===== config.mk =====
export PLATFORM = sky130hd
export DESIGN_NAME = servo_valve_move_and_settle_unit
export DESIGN_NICKNAME = d
export VERILOG_FILES = /design/src/sv/svms_pkg.sv /design/src/sv/svms_move_ctrl.sv /design/src/sv/servo_valve_move_and_settle_unit.sv
export SDC_FILE = /design/constraint.sdc
export NUM_CORES = 2
export LEC_CHECK = 0
export ABC_AREA = 1
export BUFFER_PORTS_ARGS = -buffer_cell sky130_fd_sc_hd__buf_2
export CORE_ASPECT_RATIO = 0.7
export CORE_MARGIN = 5
export CORE_UTILIZATION = 35
export CTS_CLUSTER_DIAMETER = 150
export DETAILED_ROUTE_END_ITERATION = 8
export PLACE_DENSITY = 0.47
export SYNTH_ARGS = -nofsm -noshare
export SYNTH_HDL_FRONTEND = slang
export SYNTH_SLANG_ARGS = --single-unit

===== constraint.sdc =====
create_clock -name clk_i -period 10.5 [get_ports clk_i]
set_input_delay 1.05 -clock clk_i [delete_from_list [all_inputs] [get_ports clk_i]]
set_output_delay 1.05 -clock clk_i [all_outputs]
set_load 0.05 [all_outputs]

===== src/sv/svms_pkg.sv =====
// Shared types and constants for the servo valve move-and-settle unit
`timescale 1ns / 1ps
`default_nettype none

package svms_pkg;

  // configuration port shape
  localparam int CfgIdxW  = 3;
  localparam int CfgDataW = 16;

  // register indexes
  localparam logic [CfgIdxW-1:0] CFG_POS_MIN    = 3'd0;
  localparam logic [CfgIdxW-1:0] CFG_POS_MAX    = 3'd1;
  localparam logic [CfgIdxW-1:0] CFG_SETTLE_TOL = 3'd2;
  localparam logic [CfgIdxW-1:0] CFG_ACCEPT_TOL = 3'd3;
  localparam logic [CfgIdxW-1:0] CFG_STABLE_NEED = 3'd4;
  localparam logic [CfgIdxW-1:0] CFG_TIMEOUT    = 3'd5;
  localparam logic [CfgIdxW-1:0] CFG_PULSE_MIN  = 3'd6;
  localparam logic [CfgIdxW-1:0] CFG_PULSE_MAX  = 3'd7;

  // full scale in percent and stable counter ceiling
  localparam logic [6:0] PCT_FULL   = 7'd100;
  localparam logic [3:0] STABLE_SAT = 4'd15;

  // floor(m / 100) = (m * RECIP_100) >> RECIP_100_SH for m below 2^22
  localparam logic [22:0] RECIP_100    = 23'd5368710;
  localparam int          RECIP_100_SH = 29;

  // 20 ms period in us is 625 * 32, so the divide splits into a shift
  // and floor(y / 625) = (y * RECIP_625) >> RECIP_625_SH for y below 2^26
  localparam int          PERIOD_SH    = 5;
  localparam logic [26:0] RECIP_625    = 27'd109951163;
  localparam int          RECIP_625_SH = 36;

  typedef struct packed {
    logic [6:0]  pos_min;
    logic [6:0]  pos_max;
    logic [6:0]  settle_tol;
    logic [6:0]  accept_tol;
    logic [3:0]  stable_needed;
    logic [15:0] timeout_polls;
    logic [14:0] pulse_min_us;
    logic [14:0] pulse_max_us;
  } svms_cfg_t;

  // one input item after the sample has been mapped to percent
  typedef struct packed {
    logic       mode;
    logic [7:0] target;
    logic [6:0] act;
  } svms_item_t;

  // result of the control step, prod is the signed pos * pulse span
  typedef struct packed {
    logic        has_res;
    logic        duty_valid;
    logic        done;
    logic        executed;
    logic        timed_out;
    logic [6:0]  actual;
    logic [15:0] elapsed;
    logic [22:0] prod;
  } svms_res_t;

endpackage

`default_nettype wire


===== src/sv/svms_move_ctrl.sv =====
// Move and settle state: command check, poll counting, settle and timeout decision
`timescale 1ns / 1ps
`default_nettype none

module svms_move_ctrl import svms_pkg::*; (
  input  logic       clk_i,
  input  logic       rst_ni,
  input  logic       fire_i,
  input  svms_item_t item_i,
  input  svms_cfg_t  cfg_i,
  output svms_res_t  res_o
);

  logic [6:0]  cur_pos_q, cur_pos_d;
  logic [6:0]  tgt_q, tgt_d;
  logic        busy_q, busy_d;
  logic [3:0]  stable_q, stable_d;
  logic [15:0] poll_q, poll_d;

  logic               reject;
  logic [6:0]         pos;
  logic signed [15:0] span;
  logic signed [22:0] pos_x, span_x, prod_s;
  logic [15:0]        poll_n;
  logic [3:0]         stable_n;
  logic [6:0]         dist_act;
  logic               in_tol, settled, finish;

  // absolute distance of two percent values
  function automatic logic [6:0] pct_dist(input logic [6:0] a, input logic [6:0] b);
    pct_dist = (a > b) ? (a - b) : (b - a);
  endfunction

  // set command check and pulse span product
  always_comb begin
    reject = busy_q
          || ($signed(item_i.target) < $signed({1'b0, cfg_i.pos_min}))
          || ($signed(item_i.target) > $signed({1'b0, cfg_i.pos_max}));
    pos    = (item_i.target[6:0] > PCT_FULL) ? PCT_FULL : item_i.target[6:0];
    span   = $signed({1'b0, cfg_i.pulse_max_us}) - $signed({1'b0, cfg_i.pulse_min_us});
    pos_x  = 23'(pos);
    span_x = 23'(span);
    prod_s = pos_x * span_x;
  end

  // poll evaluation
  always_comb begin
    poll_n   = poll_q + 16'd1;
    dist_act = pct_dist(item_i.act, tgt_q);
    in_tol   = (dist_act <= cfg_i.settle_tol);
    if (!in_tol) begin
      stable_n = '0;
    end else if (stable_q < STABLE_SAT) begin
      stable_n = stable_q + 4'd1;
    end else begin
      stable_n = stable_q;
    end
    settled = in_tol && (stable_n >= cfg_i.stable_needed);
    finish  = settled || !(poll_n < cfg_i.timeout_polls);
  end

  // next state and result
  always_comb begin
    cur_pos_d = cur_pos_q;
    tgt_d     = tgt_q;
    busy_d    = busy_q;
    stable_d  = stable_q;
    poll_d    = poll_q;
    res_o     = '0;
    if (fire_i) begin
      if (!item_i.mode) begin
        res_o.has_res = 1'b1;
        if (reject) begin
          res_o.done   = 1'b1;
          res_o.actual = cur_pos_q;
        end else begin
          res_o.duty_valid = 1'b1;
          res_o.prod       = prod_s;
          cur_pos_d        = pos;
          tgt_d            = pos;
          busy_d           = 1'b1;
          stable_d         = '0;
          poll_d           = '0;
        end
      end else if (busy_q) begin
        poll_d   = poll_n;
        stable_d = stable_n;
        if (finish) begin
          res_o.has_res   = 1'b1;
          res_o.done      = 1'b1;
          res_o.executed  = (dist_act <= cfg_i.accept_tol);
          res_o.timed_out = !settled;
          res_o.actual    = item_i.act;
          res_o.elapsed   = poll_n;
          cur_pos_d       = item_i.act;
          busy_d          = 1'b0;
          stable_d        = '0;
        end
      end
    end
  end

  // state registers
  always_ff @(posedge clk_i or negedge rst_ni) begin
    if (!rst_ni) begin
      cur_pos_q <= '0;
      tgt_q     <= '0;
      busy_q    <= 1'b0;
      stable_q  <= '0;
      poll_q    <= '0;
    end else begin
      cur_pos_q <= cur_pos_d;
      tgt_q     <= tgt_d;
      busy_q    <= busy_d;
      stable_q  <= stable_d;
      poll_q    <= poll_d;
    end
  end

  // a finish always leaves the unit idle, an issued duty always leaves it busy
  a_finish_idle: assert property (@(posedge clk_i) disable iff (!rst_ni)
    fire_i && item_i.mode && res_o.has_res |=> !busy_q)
    else $error("finish did not return to idle");

  a_duty_busy: assert property (@(posedge clk_i) disable iff (!rst_ni)
    res_o.duty_valid |=> busy_q && (poll_q == '0) && (stable_q == '0))
    else $error("issued duty did not start a clean wait");

  a_busy_reject: assert property (@(posedge clk_i) disable iff (!rst_ni)
    fire_i && !item_i.mode && busy_q |-> !res_o.duty_valid)
    else $error("set command accepted while busy");

endmodule

`default_nettype wire


===== src/sv/servo_valve_move_and_settle_unit.sv =====
// Top level of the servo valve move-and-settle unit with duty mapping pipeline
`timescale 1ns / 1ps
`default_nettype none

// Takes one transfer per clock on the slave side while s_axis_tready is high: a set
// command (tuser 0) with a signed target percent, or a poll tick (tuser 1) with a
// feedback sample. A set command gives one result at once: either an issued servo
// duty (tuser 1 on the master side) or a rejection with the current position. A
// poll gives a result only when the move settles or times out. A result passes the
// input register, two duty mapping stages and the output register; the depth comes
// from the pulse and duty arithmetic, which has a multiplier in each stage: pos *
// span, divide by 100, divide by the 20 ms period. Each stage only holds back when
// it is full and the next one is, so new items can still move into empty stages
// while a result waits on the master side. Registers are written through cfg_we_i;
// the user must write them only while the unit is idle; nothing in the unit enforces this.
module servo_valve_move_and_settle_unit import svms_pkg::*; #(
  parameter int DUTY_BITS   = 13,
  parameter int SAMPLE_BITS = 12
) (
  input  logic                 clk_i,
  input  logic                 rst_ni,
  // register write port
  input  logic                 cfg_we_i,
  input  logic [CfgIdxW-1:0]   cfg_addr_i,
  input  logic [CfgDataW-1:0]  cfg_wdata_i,
  // slave side
  input  logic                 s_axis_tvalid,
  output logic                 s_axis_tready,
  // tdata: target_position[7:0], feedback_sample, zero fill
  input  logic [((8+SAMPLE_BITS+7)/8)*8-1:0] s_axis_tdata,
  // tuser: mode
  input  logic                 s_axis_tuser,
  // master side
  output logic                 m_axis_tvalid,
  input  logic                 m_axis_tready,
  // tdata: servo_duty, done_res, executed, timed_out, report_pos,
  // elapsed_polls, zero fill
  output logic [((DUTY_BITS+26+7)/8)*8-1:0] m_axis_tdata,
  // tuser: duty_valid
  output logic                 m_axis_tuser
);

  localparam int OutW  = ((DUTY_BITS + 26 + 7) / 8) * 8;
  localparam int X100W = SAMPLE_BITS + 7;
  localparam int YW    = DUTY_BITS + 10;
  localparam int QdW   = DUTY_BITS + 37;
  localparam logic [SAMPLE_BITS:0] SmpMax = (SAMPLE_BITS+1)'((1 << SAMPLE_BITS) - 1);

  // configuration registers
  svms_cfg_t cfg_q, cfg_d;

  always_comb begin
    cfg_d = cfg_q;
    if (cfg_we_i) begin
      case (cfg_addr_i)
        CFG_POS_MIN:     cfg_d.pos_min       = cfg_wdata_i[6:0];
        CFG_POS_MAX:     cfg_d.pos_max       = cfg_wdata_i[6:0];
        CFG_SETTLE_TOL:  cfg_d.settle_tol    = cfg_wdata_i[6:0];
        CFG_ACCEPT_TOL:  cfg_d.accept_tol    = cfg_wdata_i[6:0];
        CFG_STABLE_NEED: cfg_d.stable_needed = cfg_wdata_i[3:0];
        CFG_TIMEOUT:     cfg_d.timeout_polls = cfg_wdata_i[15:0];
        CFG_PULSE_MIN:   cfg_d.pulse_min_us  = cfg_wdata_i[14:0];
        CFG_PULSE_MAX:   cfg_d.pulse_max_us  = cfg_wdata_i[14:0];
        default: ;
      endcase
    end
  end

  always_ff @(posedge clk_i or negedge rst_ni) begin
    if (!rst_ni) begin
      cfg_q.pos_min       <= 7'd0;
      cfg_q.pos_max       <= 7'd100;
      cfg_q.settle_tol    <= 7'd3;
      cfg_q.accept_tol    <= 7'd5;
      cfg_q.stable_needed <= 4'd3;
      cfg_q.timeout_polls <= 16'd100;
      cfg_q.pulse_min_us  <= 15'd500;
      cfg_q.pulse_max_us  <= 15'd2500;
    end else begin
      cfg_q <= cfg_d;
    end
  end

  // stage handshake
  logic v_a_q, v_b_q, v_c_q, v_o_q;
  logic rdy_a, rdy_b, rdy_c, rdy_o;
  logic fire_a;

  assign rdy_o  = !v_o_q || m_axis_tready;
  assign rdy_c  = !v_c_q || rdy_o;
  assign rdy_b  = !v_b_q || rdy_c;
  assign rdy_a  = !v_a_q || rdy_b;
  assign fire_a = v_a_q && rdy_b;
  assign s_axis_tready = rdy_a;

  // feedback sample to percent: s * 100 / (2^n - 1), quotient by shift plus one correction
  logic [SAMPLE_BITS-1:0] smp;
  logic [X100W-1:0]       smp_x100;
  logic [6:0]             pct_q0, pct;
  logic [SAMPLE_BITS:0]   pct_rem;

  always_comb begin
    smp      = s_axis_tdata[8 +: SAMPLE_BITS];
    smp_x100 = X100W'(smp) * X100W'(PCT_FULL);
    pct_q0   = smp_x100[X100W-1:SAMPLE_BITS];
    pct_rem  = {1'b0, smp_x100[SAMPLE_BITS-1:0]} + (SAMPLE_BITS+1)'(pct_q0);
    pct      = (pct_rem >= SmpMax) ? (pct_q0 + 7'd1) : pct_q0;
  end

  // input register
  svms_item_t item_q;

  always_ff @(posedge clk_i or negedge rst_ni) begin
    if (!rst_ni) begin
      v_a_q <= 1'b0;
    end else if (rdy_a) begin
      v_a_q <= s_axis_tvalid;
    end
  end

  always_ff @(posedge clk_i) begin
    if (s_axis_tvalid && rdy_a) begin
      item_q.mode   <= s_axis_tuser;
      item_q.target <= s_axis_tdata[7:0];
      item_q.act    <= pct;
    end
  end

  // control step
  svms_res_t res_a;

  svms_move_ctrl u_move_ctrl (
    .clk_i  (clk_i),
    .rst_ni (rst_ni),
    .fire_i (fire_a),
    .item_i (item_q),
    .cfg_i  (cfg_q),
    .res_o  (res_a)
  );

  // stage b register
  svms_res_t res_b_q;

  always_ff @(posedge clk_i or negedge rst_ni) begin
    if (!rst_ni) begin
      v_b_q <= 1'b0;
    end else if (rdy_b) begin
      v_b_q <= fire_a && res_a.has_res;
    end
  end

  always_ff @(posedge clk_i) begin
    if (rdy_b) begin
      res_b_q <= res_a;
    end
  end

  // pulse = pulse_min + pos * span / 100, truncated toward zero
  logic signed [22:0] prod_s;
  logic               prod_neg;
  logic [22:0]        prod_mag;
  logic [44:0]        q100_full;
  logic [14:0]        q100;
  logic signed [16:0] q100_s, pulse_s;
  logic [14:0]        pulse;

  always_comb begin
    prod_s    = $signed(res_b_q.prod);
    prod_neg  = prod_s[22];
    prod_mag  = prod_neg ? 23'(-prod_s) : 23'(prod_s);
    q100_full = 45'(prod_mag[21:0]) * 45'(RECIP_100);
    q100      = q100_full[RECIP_100_SH +: 15];
    q100_s    = $signed({2'b00, q100});
    pulse_s   = $signed({2'b00, cfg_q.pulse_min_us}) + (prod_neg ? -q100_s : q100_s);
    pulse     = pulse_s[16] ? '0 : pulse_s[14:0];
  end

  // stage c register
  svms_res_t   res_c_q;
  logic [14:0] pulse_c_q;

  always_ff @(posedge clk_i or negedge rst_ni) begin
    if (!rst_ni) begin
      v_c_q <= 1'b0;
    end else if (rdy_c) begin
      v_c_q <= v_b_q;
    end
  end

  always_ff @(posedge clk_i) begin
    if (rdy_c) begin
      res_c_q   <= res_b_q;
      pulse_c_q <= pulse;
    end
  end

  // duty = pulse * 2^DUTY_BITS / 20000, saturated, zero for results without a duty
  logic [YW-1:0]        duty_y;
  logic [QdW-1:0]       qd_full;
  logic [DUTY_BITS:0]   qd;
  logic [DUTY_BITS-1:0] duty;

  always_comb begin
    duty_y  = YW'(pulse_c_q) << (DUTY_BITS - PERIOD_SH);
    qd_full = QdW'(duty_y) * QdW'(RECIP_625);
    qd      = qd_full[RECIP_625_SH +: DUTY_BITS+1];
    if (!res_c_q.duty_valid) begin
      duty = '0;
    end else if (qd[DUTY_BITS]) begin
      duty = '1;
    end else begin
      duty = qd[DUTY_BITS-1:0];
    end
  end

  // output register
  svms_res_t            res_o_q;
  logic [DUTY_BITS-1:0] duty_o_q;

  always_ff @(posedge clk_i or negedge rst_ni) begin
    if (!rst_ni) begin
      v_o_q <= 1'b0;
    end else if (rdy_o) begin
      v_o_q <= v_c_q;
    end
  end

  always_ff @(posedge clk_i) begin
    if (rdy_o) begin
      res_o_q  <= res_c_q;
      duty_o_q <= duty;
    end
  end

  assign m_axis_tvalid = v_o_q;
  assign m_axis_tuser  = res_o_q.duty_valid;
  assign m_axis_tdata  = OutW'({res_o_q.elapsed, res_o_q.actual, res_o_q.timed_out,
                                res_o_q.executed, res_o_q.done, duty_o_q});

  // an issued duty never carries finish status
  a_duty_not_done: assert property (@(posedge clk_i) disable iff (!rst_ni)
    v_o_q && res_o_q.duty_valid |-> !res_o_q.done && !res_o_q.timed_out)
    else $error("duty result carries finish status");

  // finish flags only come with done
  a_flags_done: assert property (@(posedge clk_i) disable iff (!rst_ni)
    v_o_q && (res_o_q.executed || res_o_q.timed_out) |-> res_o_q.done)
    else $error("finish flag without done");

  // reported position stays in range
  a_pos_range: assert property (@(posedge clk_i) disable iff (!rst_ni)
    v_o_q |-> res_o_q.actual <= PCT_FULL)
    else $error("reported position above full scale");

  // a held stage item is not dropped
  a_stage_hold: assert property (@(posedge clk_i) disable iff (!rst_ni)
    v_b_q && !rdy_c |=> v_b_q)
    else $error("stalled item lost in duty pipeline");

endmodule

`default_nettype wire

Word-level counts from Yosys, hierarchy flattened
Index checks and enable logic that the tools add are counted.
- register bits: 265
- output and inout port bits: 43
- logic and storage cells: 150
- add/sub/neg operators: 10
- $mul: 4
- $lt $le $gt $ge: 10
- eq/ne operators: 10
- muxes and demuxes: 39
- bitwise logic cells: 3
- reduce and logical (&&, ||, !) cells: 33
- operators with widths (cell ; count):
    $mux 16 ; 4
    $mux 7 ; 9
    $mux 26 ; 2
    $mux 51 ; 1
    $mux 23 ; 2
    $mul 22x22->43 const B ; 1
    $mul 15x27->42 const B ; 1
    $mux 4 ; 6
    $mul 8x16->23 ; 1
    $mux 22 ; 1
    $neg 22->22 ; 1
    $reduce_and 2->1 ; 9
    $add 16x17->17 ; 1
    $mul 12x5->17 const B ; 1
    $mux 17 ; 1
    $neg 15->17 ; 1
    $add 16x1->16 const B ; 1
    $lt 16x16->1 ; 1
    $sub 15x15->16 ; 1
    $le 7x7->1 ; 2
    $sub 7x7->7 ; 2
    $add 12x7->13 ; 1
    $ge 13x12->1 const B ; 1
    $mux 13 ; 1
    24 further kinds ; 57

Depth between registers and ports, before layout
- word-level depth: 12
- mapped depth: 55
- mapped depth without buffers: 54

By module
From an unflattened synthesis, not the netlist that was laid out.
- cell total of the unflattened synthesis: 4387
- area, all modules: 36935.4 sq um
- modules (own cells, without submodules) (module ; instances ; cells each ; area an instance (sq um) ; seq. area each (sq um)):
    servo_valve_move_and_settle_unit ; 1 ; 3104 ; 28030.6 ; 6525.0
    svms_move_ctrl ; 1 ; 1283 ; 8904.8 ; 875.8

Least setup slack after synthesis
OpenSTA, ideal clock, no wires.
- kind: register -> register
- start point: register res_b_q, in the netlist prod_s[0]
- end point: register pulse_c_q[13] (data pin)
- library setup time: 251 ps
- data arrival time: 8882 ps
- setup slack: 1367 ps
- stages on the path, launching flop included: 48
- clock period less this slack: 9133 ps
- path through: edfxtp_1 > inv_1 > ha_1 > inv_1 > nor3_1 > nand3_1 > nor3_2 > nand4_1 > o21ai_0 > nand2_1 > xnor2_1 > inv_1 > ha_1 > inv_1 > fa_1 > fa_1 > inv_1 > fa_1 > [12 not listed] > ha_1 > nand4_1 > o21ai_0 > xor2_1 > inv_1 > ha_1 > nand2_1 > nor3_1 > nand2_1 > o211ai_1 > a21boi_0 > o21ai_0 > a21oi_1 > nor2_1 > nor2_1 > xnor2_1 > inv_1 > nor2_2
- cells in the longest elaborated chain, start to end: 6
- RTL lines (item ; line ; text):
    start: declaration ; servo_valve_move_and_settle_unit.sv:142 ; svms_res_t res_b_q;
    start signal: assignment ; servo_valve_move_and_settle_unit.sv:154 ; res_b_q <= res_a;
    $neg 22->22 ; servo_valve_move_and_settle_unit.sv:170 ; prod_mag = prod_neg ? 23'(-prod_s) : 23'(prod_s);
    $mux 22 * ; servo_valve_move_and_settle_unit.sv:170 ;
    $mul 22x22->43 * ; servo_valve_move_and_settle_unit.sv:171 ; q100_full = 45'(prod_mag[21:0]) * 45'(RECIP_100);
    $neg 15->17 ; servo_valve_move_and_settle_unit.sv:174 ; pulse_s = $signed({2'b00, cfg_q.pulse_min_us}) + (prod_neg ? -q100_s : q100_s);
    $mux 17 * ; servo_valve_move_and_settle_unit.sv:174 ;
    $add 16x17->17 * ; servo_valve_move_and_settle_unit.sv:174 ;
    end signal: assignment ; servo_valve_move_and_settle_unit.sv:193 ; pulse_c_q <= pulse;
    end: declaration ; servo_valve_move_and_settle_unit.sv:180 ; logic [14:0] pulse_c_q;
Every way passes the cells marked *; elsewhere a longest branch is shown, timed or not.
A chain may end at the register's enable or synchronous reset.

Worst setup path in the final report
- start point: register res_b_q, in the netlist prod_s[0]
- end point: register pulse_c_q[3] (data pin)
The elaborated chain is that of the path after synthesis.

==> flow_metrics.py <==
metrics = {
    "timing": {
        "final-max-slew-violation-count": 0,
        "fmaxAchievable_ghz": 0.103,
        "timing_hold_violations_final": 0,
        "worst_slew_pin_slew_ps": 1050,
        "setup_viol": 0,
        "setup_total_negative_slack_ps": 0,
        "timing.clock.skew_ps": 13.5,
        "layout_min_cycle_time_ps": 9710,
        "final.period_utilization_pct": 92.5,
        "grt_setup_unrepaired": "no",
        "worst_slew_slack_as_a_fraction_of_its_limit_pct": 29.6,
    },
    "grt": {
        "grt_first_pass_wirelength_um": 159000,
        "grt_antenna_before_repair": 7,
        "gr-usage-all-layers_pct": 18.3,
        "via_count_of_the_first_global_routing_pass": 27302,
        "grt_start_max_net_pins": 62,
        "gr-total-overflow": 0,
    },
    "yosys": {
        "synth-seq-cells": 265,
        "synth_top_area_share_pct": 23.0,
        "synth_top_cells_by_count": "inv_1, nand2_1, ha_1",
        "seq_area_frac_synth_pct": 20.4,
        "syn-instance-count": 4284,
        "yosys_warnings": 0,
        "yosys_most_used_dff": "edfxtp_1",
        "cell_area_after_synthesis_um2": 36200,
        "synthTopCellsByArea": "fa_1, ha_1, edfxtp_1, inv_1, nand2_1",
        "number_of_enable_flip_flop_cells_after_synthesis": 148,
        "netlist-cell-type-count": 58,
        "async_reset_ff_share_pct": 44.2,
        "yosysTopAreaCell": "fa_1",
        "synthesized_net_count": 5305,
        "synth.avg_cell_area_um2": 8.45,
        "yosysMostFrequentCell": "inv_1",
    },
    "detailed_routing": {
        "detail_route.vias_per_cell": 4.67,
        "drt_wl_total_um": 100000,
        "drt.antenna.violating_nets": 0,
        "dr.pass1.iters": 7,
        "post-route-drc-count": 0,
        "wire_length_per_cell_after_detailed_routing_um": 17.3,
        "first_iter_violations": 1710,
        "vias": 26928,
    },
    "worst_setup_path": {
        "critPathMaxFanout": 15,
        "ff2ff_path_depth": 42,
        "worst_r2r_startpoint": "prod_s[0]",
        "cp.required_ps": 10830,
        "cp_slowest_stage_delay_ps": 570,
        "setup.worst_path.start_class": "flip-flop",
        "critical_path_arrival_ps": 10040,
        "reg2reg_to": "pulse_c_q[3]",
        "crit_path_end_kind": "flip-flop",
        "most_frequent_cell_on_critical_path": "nand2_1",
        "max_stage_delay_cell_worst_path": "fa_1",
        "worst-setup-path-type": "reg -> reg",
        "rrSetupSlack_ps": 790,
    },
    "finish": {
        "multi_input_comb_area_um2": 24600,
        "share_of_cells_above_drive_strength_1_pct": 6.52,
        "layout.nets": 5413,
        "final.fill_count": 10582,
        "area_growth_syn_to_layout_pct": 9.14,
        "area.sequential_um2": 7400,
    },
    "floorplan": {
        "core_footprint_um2": 102000,
        "row_count": 98,
        "dieHeight_um": 279,
        "io-pin-count": 92,
        "die_width_um": 394,
        "fp.dieArea_um2": 110000,
        "initial_utilization_pct": 35.4,
    },
    "hold_path": {
        "hold_path.class": "reg -> reg",
        "holdPathStages": 0,
        "min_to": "m_axis_tdata[37]",
        "hold_path_startpoint": "res_c_q[37]",
    },
    "clock_tree": {
        "cts.sink_count": 265,
        "cts_inserted_buffers": 31,
        "cts.htree.levels": 1,
        "worstSkewPairLatency_ps": 590,
        "cts-root-buf": "clkbuf_16",
        "buffers_from_clock_root_to_sink_at_most": 3,
        "clkSlewWorstSetupHoldPaths_ps": 60,
        "tritoncts": "built",
    },
    "run": {
        "max_cap_violations": 0,
    },
    "placed_design": {
        "place.gp.congestion": 0.893,
        "port_buffers": 86,
        "detailedPlacementHpwl_um": 86300,
    },
    "run_status": {
        "run_status": "completed",
    },
}
layer usage:
metal / GRT usage (%) / wire [um] / vias up
met5: 0 / 0 / -
met2: 26.6 / 39800 / 480
li1: - / - / 13537
met4: 1.43 / 672 / 0
met1: 29.7 / 54300 / 12875
met3: 2.68 / 5260 / 36
timing repair:
item / 4_1_cts / 5_1_grt
endpoints found under the setup margin: 0 / 15
hold buffers: 0 / 0
endpoints found under the hold margin: 0 / 0
resized for setup: 0 / 14
setup buffers: 0 / 0
critical path: cells and delay by family (launching register included):
family	cells	cell delay (ps)
XOR/XNOR	2	670
AND/OR/NAND/NOR	20	2930
buffers and inverters	7	740
flip-flops	1	400
AO/OA/AOI/OAI	4	910
adder cells (fa/ha/maj)	9	3810
how the worst max path moves through the flow:
stage               startpoint             to  cells past startpoint  slack (ps)
floorplan            prod_s[0]  pulse_c_q[13]                     47        1370
finish               prod_s[0]   pulse_c_q[3]                     42         790
global route         prod_s[0]   pulse_c_q[3]                     48          30
global placement     prod_s[0]  pulse_c_q[13]                     47         520
CTS                  prod_s[0]  pulse_c_q[13]                     47         440
detailed placement   prod_s[0]  pulse_c_q[13]                     47         500
cells by family (layout without fill, tap and decap cells):
| family | Yosys count | count (layout) | share of synthesized area, % |
|---|---|---|---|
| adder cells (fa/ha/maj) | 972 | 972 | 42.2 |
| flip-flops | 265 | 265 | 20.4 |
| other | 1 | 2 | 0.0104 |
| AO/OA/AOI/OAI | 452 | 452 | 7.08 |
| multiplexers | 2 | 2 | 0.0587 |
| buffers and inverters | 1122 | 1255 | 11.7 |
| XOR/XNOR | 121 | 121 | 2.95 |
| AND/OR/NAND/NOR | 1349 | 1349 | 15.6 |
flip-flops by register name (all words and copies together) (netlist names), 4 cells and up:
name and count:
pulse_c_q 15, u_move_ctrl.stable_q 4, res_b_q 27, duty_o_q 13, res_c_q 27, item_q 16
m_axis_tdata 26, u_move_ctrl.poll_q 16, cfg_q 78, u_move_ctrl.cur_pos_q 7, prod_s 23, u_move_ctrl.tgt_q 7
area by class of cell:
type,count,area share (%)
Antenna cell,1,0.00633
Clock buffer,39,2.25
Clock inverter,19,0.507
Inverter,1082,10.3
Multi-Input combinational cell,2897,62.3
Sequential cell,265,18.7
Tap cell,1350,4.27
Timing Repair Buffer,115,1.65
cells in the final DEF, fill, tap and decap left out, types with 13 or more instances in the layout:
cell type / netlist / final
nor3_1: 35 / 34
buf_2: 5 / 85
dfstp_2: 23 / 23
inv_1: 1077 / 1071
nor2_1: 330 / 329
o21a_1: 17 / 17
nand2_1: 755 / 754
o21bai_1: 18 / 18
dfrtp_1: 94 / 94
o21ai_0: 155 / 152
xor2_1: 78 / 77
buf_4: 1 / 30
o22ai_1: 13 / 13
or2_2: 17 / 17
fa_1: 416 / 416
nor2_2: 22 / 22
nand2_2: 18 / 19
clkbuf_16: 0 / 33
edfxtp_1: 148 / 148
ha_1: 556 / 556
a21oi_1: 180 / 178
nand4_1: 38 / 38
nand3_1: 100 / 100
xnor2_1: 42 / 42
metrics by stage:
step,instance area (um2),hold WS [ps],worst slack [ps],util [%],cells
final,39500,417,788,38.6,5768
after CTS,39500,419,436,38.6,5767
after floorplan,36200,400,1370,-,4284
after detailed placement,38400,405,495,37.5,5709
after global placement,38400,403,516,37.5,5709
after global routing,39500,422,26.2,38.6,5767
Power is not shown: default switching activity piles up to over one toggle a cycle in this logic, so the estimate is an artifact.
